`src/hw/rtl/nearest_neighbor_image_scaler_macros.svh`:
```
// ----------------------------------------------------------------------------
// Assertion macros for the nearest neighbor image scaler
// Shorthand for clocked implication checks with an asynchronous reset.
// ----------------------------------------------------------------------------
`ifndef NEAREST_NEIGHBOR_IMAGE_SCALER_MACROS_SVH
`define NEAREST_NEIGHBOR_IMAGE_SCALER_MACROS_SVH

// The consequent must hold in the same cycle as the antecedent.
`define NNIS_ASSERT_IMPLY(label, clk, rst_n, ante, cons, msg) \
	label: assert property (@(posedge clk) disable iff (!rst_n) (ante) |-> (cons)) \
		else $error(msg);

// The consequent must hold in the cycle after the antecedent.
`define NNIS_ASSERT_NEXT(label, clk, rst_n, ante, cons, msg) \
	label: assert property (@(posedge clk) disable iff (!rst_n) (ante) |=> (cons)) \
		else $error(msg);

`endif

```
`src/hw/rtl/nnis_pkg.sv`:
```
// ----------------------------------------------------------------------------
// nnis_pkg
// Shared types and constants of the nearest neighbor image scaler.
// ----------------------------------------------------------------------------
package nnis_pkg;

	localparam int REG_W           = 9;
	localparam int REG_MAX         = (2 ** REG_W) - 1;
	localparam int CFG_IDX_W       = 2;
	localparam int PIX_W           = 8;
	localparam int COORD_W         = 8;
	localparam int MAX_DIM_DEF     = 256;
	localparam int STORE_DEPTH_DEF = 65536;

	localparam logic [REG_W-1:0] DIM_RESET = REG_W'(256);

	typedef enum logic {
		OP_LOAD  = 1'b0,
		OP_FETCH = 1'b1
	} op_t;

	typedef enum logic [CFG_IDX_W-1:0] {
		CFG_SRC_WIDTH   = 2'd0,
		CFG_SRC_HEIGHT  = 2'd1,
		CFG_TARGET_SIZE = 2'd2,
		CFG_MODE        = 2'd3
	} cfg_idx_t;

	typedef struct packed {
		op_t              op;
		logic [PIX_W-1:0] red;
		logic [PIX_W-1:0] green;
		logic [PIX_W-1:0] blue;
	} in_item_t;

	typedef struct packed {
		logic [PIX_W-1:0]   out_red;
		logic [PIX_W-1:0]   out_green;
		logic [PIX_W-1:0]   out_blue;
		logic [COORD_W-1:0] out_row;
		logic [COORD_W-1:0] out_col;
		logic               last;
		logic               empty_res;
	} result_t;

endpackage

```
`src/hw/rtl/nnis_div.sv`:
```
// ----------------------------------------------------------------------------
// nnis_div
// Restoring unsigned divider, one quotient bit per cycle.
// ----------------------------------------------------------------------------
module nnis_div
	import nnis_pkg::*;
#(
	parameter int DVD_W = 2 * REG_W,
	parameter int DVS_W = REG_W
) (
	input  logic             clk,
	input  logic             arst_n,
	input  logic             start,
	input  logic [DVD_W-1:0] dividend,
	input  logic [DVS_W-1:0] divisor,
	output logic             done,
	output logic [DVD_W-1:0] quotient
);

	localparam int CNT_W = $clog2(DVD_W + 1);

	logic [DVD_W-1:0] dvd_q;
	logic [DVS_W-1:0] dvs_q;
	logic [DVS_W-1:0] rem_q;
	logic [CNT_W-1:0] cnt_q;
	logic             run_q;
	logic             done_q;
	logic [DVS_W:0]   shifted;
	logic [DVS_W:0]   trial;
	logic             fits;

	always_comb begin
		shifted = {rem_q, dvd_q[DVD_W-1]};
		fits    = (shifted >= {1'b0, dvs_q});
		trial   = shifted - {1'b0, dvs_q};
	end

	always_ff @(posedge clk or negedge arst_n) begin
		if (!arst_n) begin
			run_q  <= 1'b0;
			cnt_q  <= '0;
			done_q <= 1'b0;
		end else begin
			done_q <= run_q && (cnt_q == CNT_W'(1));
			if (start) begin
				run_q <= 1'b1;
				cnt_q <= CNT_W'(DVD_W);
			end else if (run_q) begin
				cnt_q <= cnt_q - CNT_W'(1);
				if (cnt_q == CNT_W'(1)) begin
					run_q <= 1'b0;
				end
			end
		end
	end

	// The dividend register shifts out its top bit each step and takes the
	// new quotient bit at the bottom, so it ends up holding the quotient.
	always_ff @(posedge clk) begin
		if (start) begin
			dvd_q <= dividend;
			dvs_q <= divisor;
			rem_q <= '0;
		end else if (run_q) begin
			rem_q <= fits ? trial[DVS_W-1:0] : shifted[DVS_W-1:0];
			dvd_q <= {dvd_q[DVD_W-2:0], fits};
		end
	end

	assign done     = done_q;
	assign quotient = dvd_q;

endmodule
```
`config.mk`:
```
export PLATFORM = sky130hd
export DESIGN_NAME = nnis_div
export DESIGN_NICKNAME = d
export VERILOG_FILES = /design/src/hw/rtl/nearest_neighbor_image_scaler_macros.svh /design/src/hw/rtl/nnis_pkg.sv /design/src/hw/rtl/nnis_div.sv
export SDC_FILE = /design/constraint.sdc
export NUM_CORES = 1
export LEC_CHECK = 0
export BUFFER_PORTS_ARGS = -buffer_cell sky130_fd_sc_hd__buf_2
export CAP_MARGIN = 20
export CORE_AREA = 3 3 87 97
export CTS_BUF_LIST = sky130_fd_sc_hd__clkbuf_4 sky130_fd_sc_hd__clkbuf_8
export CTS_CLUSTER_DIAMETER = 80
export DETAILED_ROUTE_END_ITERATION = 7
export DIE_AREA = 0 0 90 100
export HOLD_SLACK_MARGIN = 0.12
export PLACE_DENSITY = 0.5
export SLEW_MARGIN = 10
export SYNTH_ARGS = -nofsm -noshare
export SYNTH_HDL_FRONTEND = slang
export SYNTH_SLANG_ARGS = --single-unit
```
`constraint.sdc`:
```
create_clock -name clk -period 7 [get_ports clk]
set_input_delay 0.7 -clock clk [delete_from_list [all_inputs] [get_ports clk]]
set_output_delay 0.7 -clock clk [all_outputs]
set_load 0.03 [all_outputs]
```
### Word level (Yosys, flattened, before mapping)

Index checks and enable logic that the tools add are counted.

| word-level totals | value |
|---|---|
| bits in registers | 43 |
| input bits | 30 |
| output and inout bits | 19 |

| cells by class | value |
|---|---|
| add/sub/neg operators | 2 |
| equality and inequality tests | 1 |
| magnitude comparators | 1 |
| multiplexer cells | 8 |
| reduce and logical (&&, ||, !) cells | 2 |

Operators with widths:

| kind | number |
|---|---|
| $mux W18 | 2 |
| $ge A10 B9 Y1 | 1 |
| $mux W5 | 2 |
| $mux W9 | 1 |
| $sub A9 B9 Y9 | 1 |
| $eq A5 B1 Y1 const B | 1 |
| $sub A5 B1 Y5 const B | 1 |
| $mux W1 | 3 |
| $reduce_bool A2 Y1 | 1 |
| $logic_and A1 B1 Y1 | 1 |

### Logic depth before layout (Yosys ltp)

| depth | value |
|---|---|
| word-level depth | 4 |
| mapped depth | 10 |
| depth with buffers taken out | 9 |

### Worst setup path before layout

OpenSTA, ideal clock, no wires.

| path | value |
|---|---|
| path type | register -> register |
| from | register dvd_q[17], in the netlist quotient[17] |
| to | register rem_q[1] |
| path buffers | 1 |
| library setup time | 0.139 ns |
| required time | 6.861 ns |
| arrival time | 2.373 ns |
| cell stages (with the launch flop) | 11 |
| setup slack | 4.488 ns |
| cells stage by stage | edfxtp_1 -> inv_1 -> ha_1 -> inv_1 -> fa_1 -> a211oi_1 -> o21a_1 -> o211a_2 -> buf_4 -> mux2i_1 -> a211oi_1 |

| between the ends | value |
|---|---|
| longest elaborated chain between the ends | 2 |
| elaborated cells on any way between the ends | 3 |
| classes of those cells | 1 x add/sub; 1 x order compare; 1 x mux |

Ends and longest elaborated chain:

| what | RTL line | RTL |
|---|---|---|
| from (decl) | nnis_div.sv:22 | `logic [DVD_W-1:0] dvd_q;` |
| from (signal assigned) | nnis_div.sv:61 | `dvd_q <= dividend;` |
| from (signal assigned) | nnis_div.sv:66 | `dvd_q <= {dvd_q[DVD_W-2:0], fits};` |
| $sub A9 B9 Y9 or $ge A10 B9 Y1 (tied branches) | nnis_div.sv:35, nnis_div.sv:34 |  |
| $mux W9 * | nnis_div.sv:65 | `rem_q <= fits ? trial[DVS_W-1:0] : shifted[DVS_W-1:0];` |
| to (signal assigned) | nnis_div.sv:65 |  |
| to (decl) | nnis_div.sv:24 | `logic [DVS_W-1:0] rem_q;` |

Mark *: on every way between the ends. The rest lies on a longest branch, timed or not.
A chain may end at the register's enable or synchronous reset.

### Worst setup path after layout

| path | value |
|---|---|
| from | register dvd_q[17], in the netlist quotient[17] |
| to | register rem_q[6] |

The elaborated chain is that of the path after synthesis.

==> results by group <==
Worst setup path
  • CP max FO: 14
  • Reg2reg end: rem_q[6]
  • Startpoint class of the critical path: flip-flop
  • Critical Path Source: quotient[17]
  • FF-to-FF Start: quotient[17]
  • Crit end category: flip-flop
  • Crit path capture: rem_q[6]
  • Arr. time, crit path: 2.78 ns
  • Crit-path cells: inv_1, ha_1, inv_1, fa_1, a211oi_1, o21a_1, o211a_2, mux2i_1, a211oi_1
  • Slowest-stage cell, CP: edfxtp_1
  • Slowest stage delay, CP: 0.42 ns
  • CP Class: reg -> reg
  • FF-to-FF path depth: 9
  • R2R Setup Slk: 4.36 ns
  • Worst endpoint required time: 7.14 ns

Synthesis
  • Number of synthesized flops with an enable pin: 27
  • Cells after synthesis: 191
  • Synth async-reset ratio: 16.3%
  • Syn Nets: 233
  • Sequential area share after synthesis: 52.2%
  • Mean Syn Cell Area: 11.7 sq um
  • Cell area after synthesis: 2230 sq um
  • Ys flop type: edfxtp_1
  • Yosys reg bits: 43
  • Synth unique cells: 41
  • Ys Warns: 0

Power
  • PwrDens: 323 nW/um^2
  • P_int: 568 uW
  • Clock network power share: 22.8%
  • P_sw: 303 uW
  • Flop pwr share: 40.1%
  • Leakage dissipation: 0.00119 uW
  • Comb pwr share: 37.2%
  • VDD IR max: 0.160 mV
  • Switching Share: 34.8%

Detailed routing
  • Final Routed Wirelength: 4410 um
  • Avg WL per Cell: 12.8 um
  • Antenna-violating nets left: 0
  • Residual DRC: 0
  • Pre-Repair DR Iteration Count: 4
  • Vias per cell: 4.49
  • DR iter-0 viols: 69
  • Routed via count: 1549

Global route
  • GRT Util Overall: 10.3%
  • Largest net degree at the start of global routing: 44
  • First-pass GRT wire length: 7470 um
  • Vias in the first global route: 1565
  • Grt ovf: 0
  • Initial antenna violation count: 0

Hold path
  • HP Class: in -> async

CTS
  • CTS buffer count: 5
  • H-Tree Depth: 2
  • CTS max path bufs: 2
  • Postcts setup bufs: 0
  • Sink Count: 43
  • CTS tree: done
  • CTS-repair resized insts: 0
  • Worst-skew pair later-pin latency: 0.30 ns
  • Clk root buf: clkbuf_8
  • Clk pin slew, worst setup/hold paths: 0.09 ns
  • Number of hold buffers added after CTS: 0

Final layout
  • Commonest cells after routing, fill and taps aside: buf_2, edfxtp_1, nor2_1, mux2_2, inv_1
  • Register area: 1170 sq um
  • Layout cells sized above 1: 33.8%
  • Area growth, synth to finish: 20.4%
  • Commonest non-fill, non-tap cell in the layout: buf_2
  • Fillers: 802
  • Multi-input gate area: 976 sq um
  • Layout net count: 281
  • Diodes inserted: 0

Placement
  • Port bufs: 48
  • Final GP Congestion: 0.735
  • Detailed Place HPWL: 3150 um

Die
  • Die height: 100 um
  • Die X: 90 um
  • DIE AREA: 9000 sq um
  • Row count: 33
  • Ports: 49
  • Core Area: 7510 sq um
  • Starting Density: 29.7%

STA
  • Final setup violation count: 0
  • Slew Viols, Final: 0
  • Fmax: 379 MHz
  • Slew at the pin closest to its max-slew limit: 0.783 ns
  • Max-slew headroom: 47.8%
  • Final period util: 37.7%
  • Crit path time final: 2.64 ns
  • Hold Fails Final Rpt: 0
  • RSZ-0062 raised after global routing: no
  • Post-route setup TNS: 0 ns
  • Worst Hold Slack: 0.223 ns
  • Clock Skew: 0.00412 ns

Status
  • Status: finished clean

Job
  • Maxcap violations: 0
power groups by stage:
| stage | Sequential [uW] | Combinational, uW | Clock (uW) |
|---|---|---|---|
| final | 349 | 323 | 198 |
| after global routing | 356 | 362 | 216 |
| after CTS | 350 | 326 | 204 |
| after detailed placement | 355 | 325 | 0 |
| after global placement | 356 | 324 | 0 |
| after floorplan | 375 | 235 | 0 |
registers in the layout (all words and copies together) (netlist names):
| signal | cells |
|---|---|
| done | 1 |
| cnt_q | 5 |
| dvs_q | 9 |
| run_q | 1 |
| quotient | 18 |
| rem_q | 9 |
cells by family (layout without fill, tap and decap cells):
logic type               count (synthesis)  count (layout)  share of synthesized area [%]
AO/OA/AOI/OAI                           31              31                           10.1
XOR/XNOR                                 8               8                           3.14
adder cells (fa/ha/maj)                 12              12                           7.06
buffers and inverters                   23              72                           4.09
flip-flops                              43              43                           52.2
multiplexers                            26              26                           12.6
AND/OR/NAND/NOR                         48              48                           10.8
stage by stage:
step,instances,utilization (%),worst slack (ns),area [sq um],total power (uW)
after floorplan,191,-,4.49,2230,610
after CTS,345,35.8,4.36,2690,880
after detailed placement,337,34.3,4.39,2580,679
after global placement,337,34.3,4.46,2580,680
after global routing,345,35.8,4.13,2690,934
final,345,35.8,4.36,2690,870
cell usage after synthesis, types with 2 or more instances:
| cell type | n | area, sq um |
|---|---|---|
| a21o_1 | 3 | 22.5 |
| dfrtp_1 | 7 | 175 |
| a21oi_1 | 5 | 25.0 |
| ha_1 | 11 | 138 |
| nand3_1 | 2 | 10.0 |
| or2_2 | 3 | 18.8 |
| nand2_1 | 10 | 37.5 |
| inv_1 | 15 | 56.3 |
| xnor2_1 | 4 | 35.0 |
| nand3b_1 | 3 | 22.5 |
| clkbuf_1 | 5 | 18.8 |
| o21ai_0 | 4 | 20.0 |
| a311oi_1 | 3 | 26.3 |
| nand2b_1 | 2 | 12.5 |
| a211oi_1 | 7 | 52.6 |
| mux2_2 | 17 | 191 |
| or3_1 | 2 | 12.5 |
| dfxtp_1 | 9 | 180 |
| edfxtp_1 | 27 | 811 |
| xor2_1 | 4 | 35.0 |
| o211ai_1 | 3 | 22.5 |
| nor2_1 | 18 | 67.6 |
| mux2i_1 | 9 | 90.1 |
critical path: cells and delay by family, from the launching register on:
family	cells	cell delay (ns)
flops	1	0.42
mux	1	0.24
fa+ha+maj	2	0.55
compound gates	4	1.15
buf+inv	2	0.13
routing by layer:
layer  vias up  part of all wire (%)  global-route usage [%]
met2        39                    45                    15.7
li1        783                     -                       -
met1       722                    47                    13.3
met5         -                     0                       0
met4         0                   1.5                    3.89
met3         5                   6.4                    3.75
worst min-delay path by stage:
| stage | slack [ns] | end | start | cells after the start |
|---|---|---|---|---|
| floorplan | 0.40 | cnt_q[0] | arst_n | 0 |
| finish | 0.22 | run_q | arst_n | 1 |
| global route | 0.21 | run_q | arst_n | 1 |
| detailed placement | 0.49 | rem_q[2] | rem_q[2] | 2 |
| global placement | 0.48 | rem_q[2] | rem_q[2] | 2 |
| CTS | 0.22 | done | arst_n | 1 |
cell type report:
class | count | share of cell area, %
Sequential cell | 43 | 43.3
Timing Repair Buffer | 49 | 9.21
Clock inverter | 3 | 1.63
Tap cell | 105 | 4.88
Clock buffer | 5 | 2.56
Inverter | 15 | 2.09
Multi-Input combinational cell | 125 | 36.3
No activity file was read; power rests on OpenSTA's default activity.
